`config.mk`:
```
export PLATFORM = sky130hd
export DESIGN_NAME = lrp_div
export DESIGN_NICKNAME = d
export VERILOG_FILES = /design/src/rtl/core/lrp_pkg.sv /design/src/rtl/core/lrp_div.sv
export SDC_FILE = /design/constraint.sdc
export NUM_CORES = 1
export LEC_CHECK = 0
export BUFFER_PORTS_ARGS = -buffer_cell sky130_fd_sc_hd__buf_2
export CAP_MARGIN = 20
export CORE_MARGIN = 2
export CORE_UTILIZATION = 50
export DETAILED_ROUTE_END_ITERATION = 6
export HOLD_SLACK_MARGIN = 0.08
export PLACE_DENSITY = 0.74
export SLEW_MARGIN = 20
export SYNTH_ARGS = -nofsm -noshare
export SYNTH_HDL_FRONTEND = slang
export SYNTH_SLANG_ARGS = --single-unit
```
`constraint.sdc`:
```
create_clock -name clk_i -period 5.9 [get_ports clk_i]
set_clock_uncertainty 0.2 [all_clocks]
set_input_delay 0 -clock clk_i [delete_from_list [all_inputs] [get_ports clk_i]]
set_output_delay 0 -clock clk_i [all_outputs]
set_load 0.1 [all_outputs]
```
`src/rtl/core/lrp_pkg.sv`:
```
`timescale 1ns / 1ps
package lrp_pkg;

  // field widths
  localparam int CMD_W      = 3;
  localparam int IDX_W      = 6;
  localparam int VAL_W      = 16;
  localparam int ACC_W      = 32;
  localparam int SUM_W      = 40;
  localparam int CFG_IDX_W  = 3;
  localparam int CFG_DATA_W = 12;
  localparam int BETA_W     = 12;
  localparam int CNT_W      = 7;

  // datapath widths
  localparam int BT_W    = VAL_W + 8;          // bias * 256
  localparam int Z_W     = ACC_W + 1;          // product plus bias share
  localparam int SHARE_W = BT_W + 1;
  localparam int M_W     = Z_W + VAL_W;        // z * r
  localparam int DVD_W   = M_W - 1 + 8;        // |z * r| * 256
  localparam int DVS_W   = ACC_W;
  localparam int COEF_W  = BETA_W + 1;         // alpha = 256 + beta
  localparam int T_W     = ACC_W + COEF_W + 1;
  localparam int T8_W    = T_W - 8;

  typedef enum logic [CMD_W-1:0] {
    CMD_WEIGHT = 3'd0,
    CMD_BIAS   = 3'd1,
    CMD_ACT    = 3'd2,
    CMD_UREL   = 3'd3,
    CMD_RUN    = 3'd4,
    CMD_READ   = 3'd5
  } cmd_e;

  typedef enum logic [CFG_IDX_W-1:0] {
    CFG_BETA      = 3'd0,
    CFG_BIAS_EN   = 3'd1,
    CFG_BIAS_MODE = 3'd2,
    CFG_NUM_IN    = 3'd3,
    CFG_NUM_OUT   = 3'd4
  } cfg_idx_e;

  // saturate a wide signed sum to the q16.16 range
  function automatic logic signed [ACC_W-1:0] sat_acc(input logic signed [SUM_W-1:0] v);
    logic hi_one;
    logic hi_zero;
    hi_one  = &v[SUM_W-1:ACC_W-1];
    hi_zero = ~|v[SUM_W-1:ACC_W-1];
    if (hi_one || hi_zero) begin
      return v[ACC_W-1:0];
    end else if (v[SUM_W-1]) begin
      return {1'b1, {(ACC_W-1){1'b0}}};
    end else begin
      return {1'b0, {(ACC_W-1){1'b1}}};
    end
  endfunction

endpackage

```
`src/rtl/core/lrp_div.sv`:
```
`timescale 1ns / 1ps
module lrp_div (
  input  logic                        clk_i,
  input  logic                        rst_ni,
  input  logic                        start_i,
  input  logic [lrp_pkg::DVD_W-1:0]   dividend_i,
  input  logic [lrp_pkg::DVS_W-1:0]   divisor_i,
  output logic                        done_o,
  output logic [lrp_pkg::DVD_W-1:0]   quot_o
);
  import lrp_pkg::*;

  localparam int CW = $clog2(DVD_W);

  logic              busy_q, busy_d;
  logic              done_q, done_d;
  logic [CW-1:0]     cnt_q, cnt_d;
  logic [DVS_W-1:0]  rem_q, rem_d;
  logic [DVD_W-1:0]  quo_q, quo_d;
  logic [DVS_W-1:0]  dvs_q, dvs_d;
  logic [DVS_W:0]    shift;
  logic [DVS_W+1:0]  diff;
  logic              ge;

  // one quotient bit per cycle, restoring
  assign shift = {rem_q, quo_q[DVD_W-1]};
  assign diff  = {1'b0, shift} - {2'b00, dvs_q};
  assign ge    = ~diff[DVS_W+1];

  always_comb begin
    busy_d = busy_q;
    done_d = 1'b0;
    cnt_d  = cnt_q;
    rem_d  = rem_q;
    quo_d  = quo_q;
    dvs_d  = dvs_q;
    if (start_i) begin
      busy_d = 1'b1;
      cnt_d  = CW'(DVD_W - 1);
      rem_d  = '0;
      quo_d  = dividend_i;
      dvs_d  = divisor_i;
    end else if (busy_q) begin
      rem_d = ge ? diff[DVS_W-1:0] : shift[DVS_W-1:0];
      quo_d = {quo_q[DVD_W-2:0], ge};
      cnt_d = cnt_q - 1'b1;
      if (cnt_q == '0) begin
        busy_d = 1'b0;
        done_d = 1'b1;
      end
    end
  end

  always_ff @(posedge clk_i or negedge rst_ni) begin
    if (!rst_ni) begin
      busy_q <= 1'b0;
      done_q <= 1'b0;
      cnt_q  <= '0;
    end else begin
      busy_q <= busy_d;
      done_q <= done_d;
      cnt_q  <= cnt_d;
    end
  end

  always_ff @(posedge clk_i) begin
    rem_q <= rem_d;
    quo_q <= quo_d;
    dvs_q <= dvs_d;
  end

  assign done_o = done_q;
  assign quot_o = quo_q;

endmodule

```
==> run metrics, run 1 <==
pin count of the biggest net entering global routing 65; final worst-path cycle share between 50 and 60%; Post-Place Setup Slack 2240 ps; antenna violations before repair 0; Rows 43; DP Cell Count 962; die width around 120 um; top cells by area, synth edfxtp_1 (37%), dfxtp_1 (9.1%), mux2_2 (8.9%); PwrDens 285 nW/um2; cell family with the largest share of critical-path delay simple AND/OR/NAND/NOR gates; Die Height 123 um; I/O pins 148; final setup fails 0; HP Class in -> reg; final instance area 9630 um2; Sequential cell area 3480 um2; Total Wirelength 18.5 mm; HPWL Detailed 11.3 mm; total clock sinks 128; vias in the first global route 6173; Final GP Congestion 0.920; Slew HR a little under half; Max VDD drop 0.220 mV; DRC viols 0; Worst-Margin Slew 793 ps; syn_area_per_cell between 10 and 15 um2; DRT antenna net count 0; Leakage 4.18 nW; Total Neg Setup Slack 0 ps; drt wl/cell 16.8 um; Synthesized Nets 784; CTS tree done; iteration-0 DRC count of the detailed router between 300 and 400; worst-path cell chain inv_1 > ha_1 > nand4_1 > or4_1 > or2_1 > o2111ai_1 > nand2_1 > nand2_2 > o21ai_0 > a311oi_1; htree depth 4; #FFs+latches synth 128; dominant synthesized flop cell edfxtp_1; final count of hold timing violations 0; via count 6119; Post-CTS Setup Bufs 0; Total Routing Usage GR 25.0%; dpl cell area 7930 um2; first-pass GRT wire length 29.3 mm; outcome complete, no violations; die area about 15000 um2; worst setup path category reg -> reg; TritonRoute pass-1 iters 4; fill count 968; core box area approximately 14000 um2; Post-Syn Instances 658; Seq/Total Area, Yosys 49.3%; CP startpoint kind flip-flop; asr flop ratio synth 6.25%; ant diodes 0; slowest stage cell, crit path or4_1; Setup crit end kind flip-flop; Cell Area, Synth about 7100 um2; share of cells above drive strength 1 27.9%; fin. max-slew vios 0; cell taking the most area after synthesis edfxtp_1; initial cell density of the core 51.1%; Layout area overhead 36.2%; clk_lat worst skew 420 ps; RSZ-0062 raised after global routing false; Post-synth EDFFs 88; r2r setup slk 2370 ps; CTS clk-pin slew, worst paths 60 ps; top cell type's share of synthesized area a little under two fifths; minimum clock period 3530 ps; Gates resized, CTS repair 0; total CTS buffers 17; PortBufs 147; crit path max fanout 29; CTS root buf clkbuf_16; total of max-cap violations 0; Post-Layout Cell Count 1102; Final WS setup 2370 ps; Arrival @ worst endpoint around 3700 ps; Nets 1035; max incr delay on CP ~560 ps; library cells used by synthesis 67; data required time of the critical path 6020 ps; area of the multi-input gates 3290 um2; grt total ovfl 0; worst path bufs/invs 1; Longest Clk Path Bufs 2; synth warn 0; highest achievable clock rate 0.283 GHz; Avg Vias per Cell 5.55
## kinds of logic after synthesis
| group | Yosys count | synth area share, % |
|---|---|---|
| AND/OR/NAND/NOR | 186 | 12.1 |
| AO/OA/AOI/OAI | 155 | 15.9 |
| flip-flops | 128 | 49.3 |
| buffers and inverters | 72 | 4.27 |
| multiplexers | 58 | 9.20 |
| adder cells (fa/ha/maj) | 35 | 6.30 |
| XOR/XNOR | 24 | 2.97 |
## cells in the final DEF, fill, tap and decap left out, drive strengths merged, types with 4 or more instances in the layout
| master | netlist | final |
|---|---|---|
| xnor2 | 17 | 17 |
| o21ai | 23 | 23 |
| nor2 | 48 | 48 |
| nor2b | 4 | 4 |
| a21o | 13 | 13 |
| dfrtp | 8 | 8 |
| xor2 | 7 | 7 |
| nand3b | 4 | 4 |
| ha | 34 | 34 |
| a211oi | 5 | 5 |
| nand2 | 77 | 77 |
| o31a | 4 | 4 |
| clkbuf | 18 | 18 |
| dlygate4sd3 | 0 | 108 |
| mux2 | 56 | 56 |
| edfxtp | 88 | 88 |
| o21bai | 8 | 8 |
| o211ai | 6 | 6 |
| nor3 | 10 | 10 |
| a311oi | 22 | 22 |
| a21boi | 4 | 4 |
| dfxtp | 32 | 32 |
| buf | 8 | 150 |
| clkinv | 0 | 5 |
| o31ai | 6 | 6 |
| nand3 | 14 | 14 |
| a21oi | 41 | 41 |
| inv | 46 | 53 |
| or2 | 4 | 4 |
| or3 | 5 | 5 |
## where the power goes
group	internal, W	switching (W)
clock	0.000650	0.000437
combinational	0.000172	0.000424
sequential	0.00103	0.0000316
## area by class of cell
type | instances | area share, %
Clock inverter | 14 | 1.78
Tap cell | 180 | 2.34
Timing Repair Buffer | 258 | 19.1
Clock buffer | 18 | 4.56
Inverter | 46 | 1.79
Multi-Input combinational cell | 458 | 34.2
Sequential cell | 128 | 36.2
## per-layer routing
metal / routed length, um / track usage, %
met1: 7520 / 29.3
met5: 0 / 0
met2: 9450 / 43.2
met4: 542 / 11.7
met3: 967 / 5.81
## worst register-to-register path, delay by kind of cell, from the launching register on
| kind | cells | cell delay (ps) |
|---|---|---|
| compound gates | 3 | 780 |
| fa+ha+maj | 1 | 400 |
| buf+inv | 1 | 40 |
| flops | 1 | 320 |
| simple gates | 5 | 1710 |
## final timing paths
kind,from,to,cells past startpoint
setup / recovery,dvs_q[18],rem_q[22],10
hold / removal,divisor_i[3],dvs_q[3],2
min in group asynchronous,rst_ni,cnt_q[1],3
setup reg to reg,dvs_q[18],rem_q[22],10
max in group asynchronous,rst_ni,cnt_q[3],3
hold reg to reg,rem_q[4],rem_q[5],2
## Yosys cell counts (6+ instances only)
cell / n
a311oi_1: 17
a21o_1: 13
xor2_1: 7
dfrtp_1: 8
inv_1: 46
nor3_1: 10
a21oi_1: 41
mux2_2: 56
clkbuf_1: 18
nor2_1: 47
xnor2_1: 17
edfxtp_1: 88
ha_1: 34
o21bai_1: 8
o21ai_0: 22
o211ai_1: 6
dfxtp_1: 32
nand3_1: 14
nand2_1: 76
## stage by stage
| step | util [%] | hold WS (ps) | power (W) |
|---|---|---|---|
| after floorplan | - | -496 | 0.00150 |
| after global placement | 57.3 | -356 | 0.00159 |
| after detailed placement | 57.3 | -350 | 0.00160 |
| after CTS | 69.6 | 80.5 | 0.00275 |
| after global routing | 69.6 | 91.6 | 0.00283 |
| final | 69.6 | 91.2 | 0.00274 |
## flip-flops by register name, summed over array words and instances (netlist names)
| signal | cells |
|---|---|
| busy_q | 1 |
| cnt_q | 6 |
| done_o | 1 |
| dvs_q | 32 |
| quot_o | 56 |
| rem_q | 32 |
## repair_timing
item,4_1_cts,5_1_grt
setup endpoints to repair,0,0
hold buffers,108,0
hold endpoints to repair,148,0
No activity file was read; power rests on OpenSTA's default activity.
==> run 2, diff against run 1 <==
Settings changed: PLACE_DENSITY 0.74 to 0.77.
Clock period 5.9 ns to 3 ns, I/O delays scaled along.
==> run 2 against run 1 <==
Clock power rose by 90%. Worst hold slack worse by 3.3 ps. First-iteration DRC count rose by 66%. Combinational power increased by 110%. Die area is the same. Register-to-register slack got worse by 2300 ps. Critical path depth is 2 higher.
==> run metrics, run 2 (synthesized netlist as in run 1, its figures left out) <==
hold endpoint dvs_q[6]; final setup fails 0; vias in the first global route 6387; Worst-Margin Slew 864 ps; via count between 6000 and 7000; highest achievable clock rate 0.342 GHz; HPWL Detailed 12.1 mm; r2r setup slk between 70 and 80 ps; I/O pins approximately 150; minimum clock period around 3000 ps; R2R cell count 12; CTS root buf clkbuf_16; Setup crit end kind flip-flop; Die Height 123 um; core box area 13800 um2; pin count of the biggest net entering global routing 68; Arrival @ worst endpoint 2980 ps; Final WS setup slightly below 80 ps; flip-flop count of the largest register after layout 56; PwrDens roughly 530 nW/um2; outcome complete, no violations; die area 15100 um2; TritonRoute pass-1 iters 5; launching point of the worst reg2reg path quot_o[55]; crit path max fanout 5; data required time of the critical path 3060 ps; final worst-path cycle share just under 100%; Nets 1063; RSZ-0062 raised after global routing true; reg2reg end rem_q[20]; Leakage 4.31 nW; Slew HR 42.4%; Final GP Congestion roughly 0.9; commonest cells after routing, fill and taps aside buf_2 (146), dlygate4sd3_1 (100), edfxtp_1 (88), nand2_1 (73), mux2_2 (56); iteration-0 DRC count of the detailed router 640; ant diodes 0; die width 123 um; Total Wirelength 20.3 mm; Hold Startpoint divisor_i[6]; antenna violations before repair 0; total clock sinks about 130; worst setup path category reg -> reg; Max VDD drop 0.447 mV; fin util 73.1%; Rows 43; commonest non-fill, non-tap cell in the layout buf_2; Layout area overhead 43.0%; total CTS buffers 17; hold depth 2; HP Class in -> reg; drt wl/cell 18.0 um; Avg Vias per Cell 5.57; PortBufs 147; htree depth 4; share of cells above drive strength 1 34.6%; total of max-cap violations 0; CP startpoint kind flip-flop; final count of hold timing violations 0; clk_lat worst skew 420 ps; Longest Clk Path Bufs 2; Post-Place Setup Slack -67.0 ps; first-pass GRT wire length between 30 and 40 mm; Total Routing Usage GR 27.0%; CTS clk-pin slew, worst paths around 60 ps; DRT antenna net count 0; grt total ovfl 0; initial cell density of the core 51.1%; fin. max-slew vios 0; Hold Slack slightly below 90 ps; DRC viols 0; CTS tree done
==> run 2: final cells by class <==
class	count	area [um2]
Clock inverter	12	134
Tap cell	180	225
Multi-Input combinational cell	458	3570
Clock buffer	20	447
Inverter	46	173
Fill cell	887	3710
Sequential cell	128	3480
Timing Repair Buffer	286	2080
==> run 2: worst max path at each step <==
stage | start | end | slack, ps | depth (start not counted)
6_report | quot_o[55] | rem_q[20] | 80 | 12
3_5_place_dp | dvs_q[20] | rem_q[31] | -70 | 10
3_3_place_gp | dvs_q[11] | rem_q[30] | -30 | 11
2_1_floorplan | quot_o[55] | rem_q[30] | -120 | 12
4_1_cts | quot_o[55] | rem_q[30] | 20 | 12
5_1_grt | dvs_q[16] | rem_q[29] | -60 | 11
==> run 2: repair_timing <==
action / 4_1_cts / 5_1_grt
endpoints found under the hold margin: 108 / 0
pin swaps: 1 / 21
gates resized for setup: 5 / 44
buffers inserted: 2 / 6
setup endpoints to repair: 10 / 33
cloned: 0 / 0
hold buffers: 100 / 0
==> run 2: where the power goes <==
group	internal (W)	switching, W
sequential	0.00202	0.0000698
combinational	0.000369	0.000868
clock	0.00125	0.000825
total	0.00364	0.00176
==> run 2: metal layers <==
layer | GRT usage [%] | vias to the layer above | wire length [um]
li1 | - | 2982 | -
met1 | 30.6 | 3033 | 7740
met2 | 50.0 | 239 | 11000
met3 | 5.58 | 39 | 1190
met4 | 9.55 | 0 | 424
met5 | 0 | - | 0
==> run 2: critical path, cell delays in order, from the launching register on <==
cell	delay, ps
edfxtp_1	430
inv_2	100
ha_4	140
inv_2	40
fa_2	360
a211oi_2	280
o21ai_2	150
nand3_4	170
a211oi_4	90
or4_4	500
a21oi_2	120
nand3b_1	110
a21oi_1	60
==> run 2: metrics by stage <==
step / setup TNS, ps / std cells / area [um2] / power, W
global route: -331 / 1130 / 10100 / 0.00556
floorplan: -291 / 658 / 7110 / 0.00296
CTS: 0 / 1124 / 9850 / 0.00533
finish: 0 / 1130 / 10100 / 0.00541
detailed placement: -179 / 990 / 8210 / 0.00319
global placement: -28.7 / 990 / 8210 / 0.00316
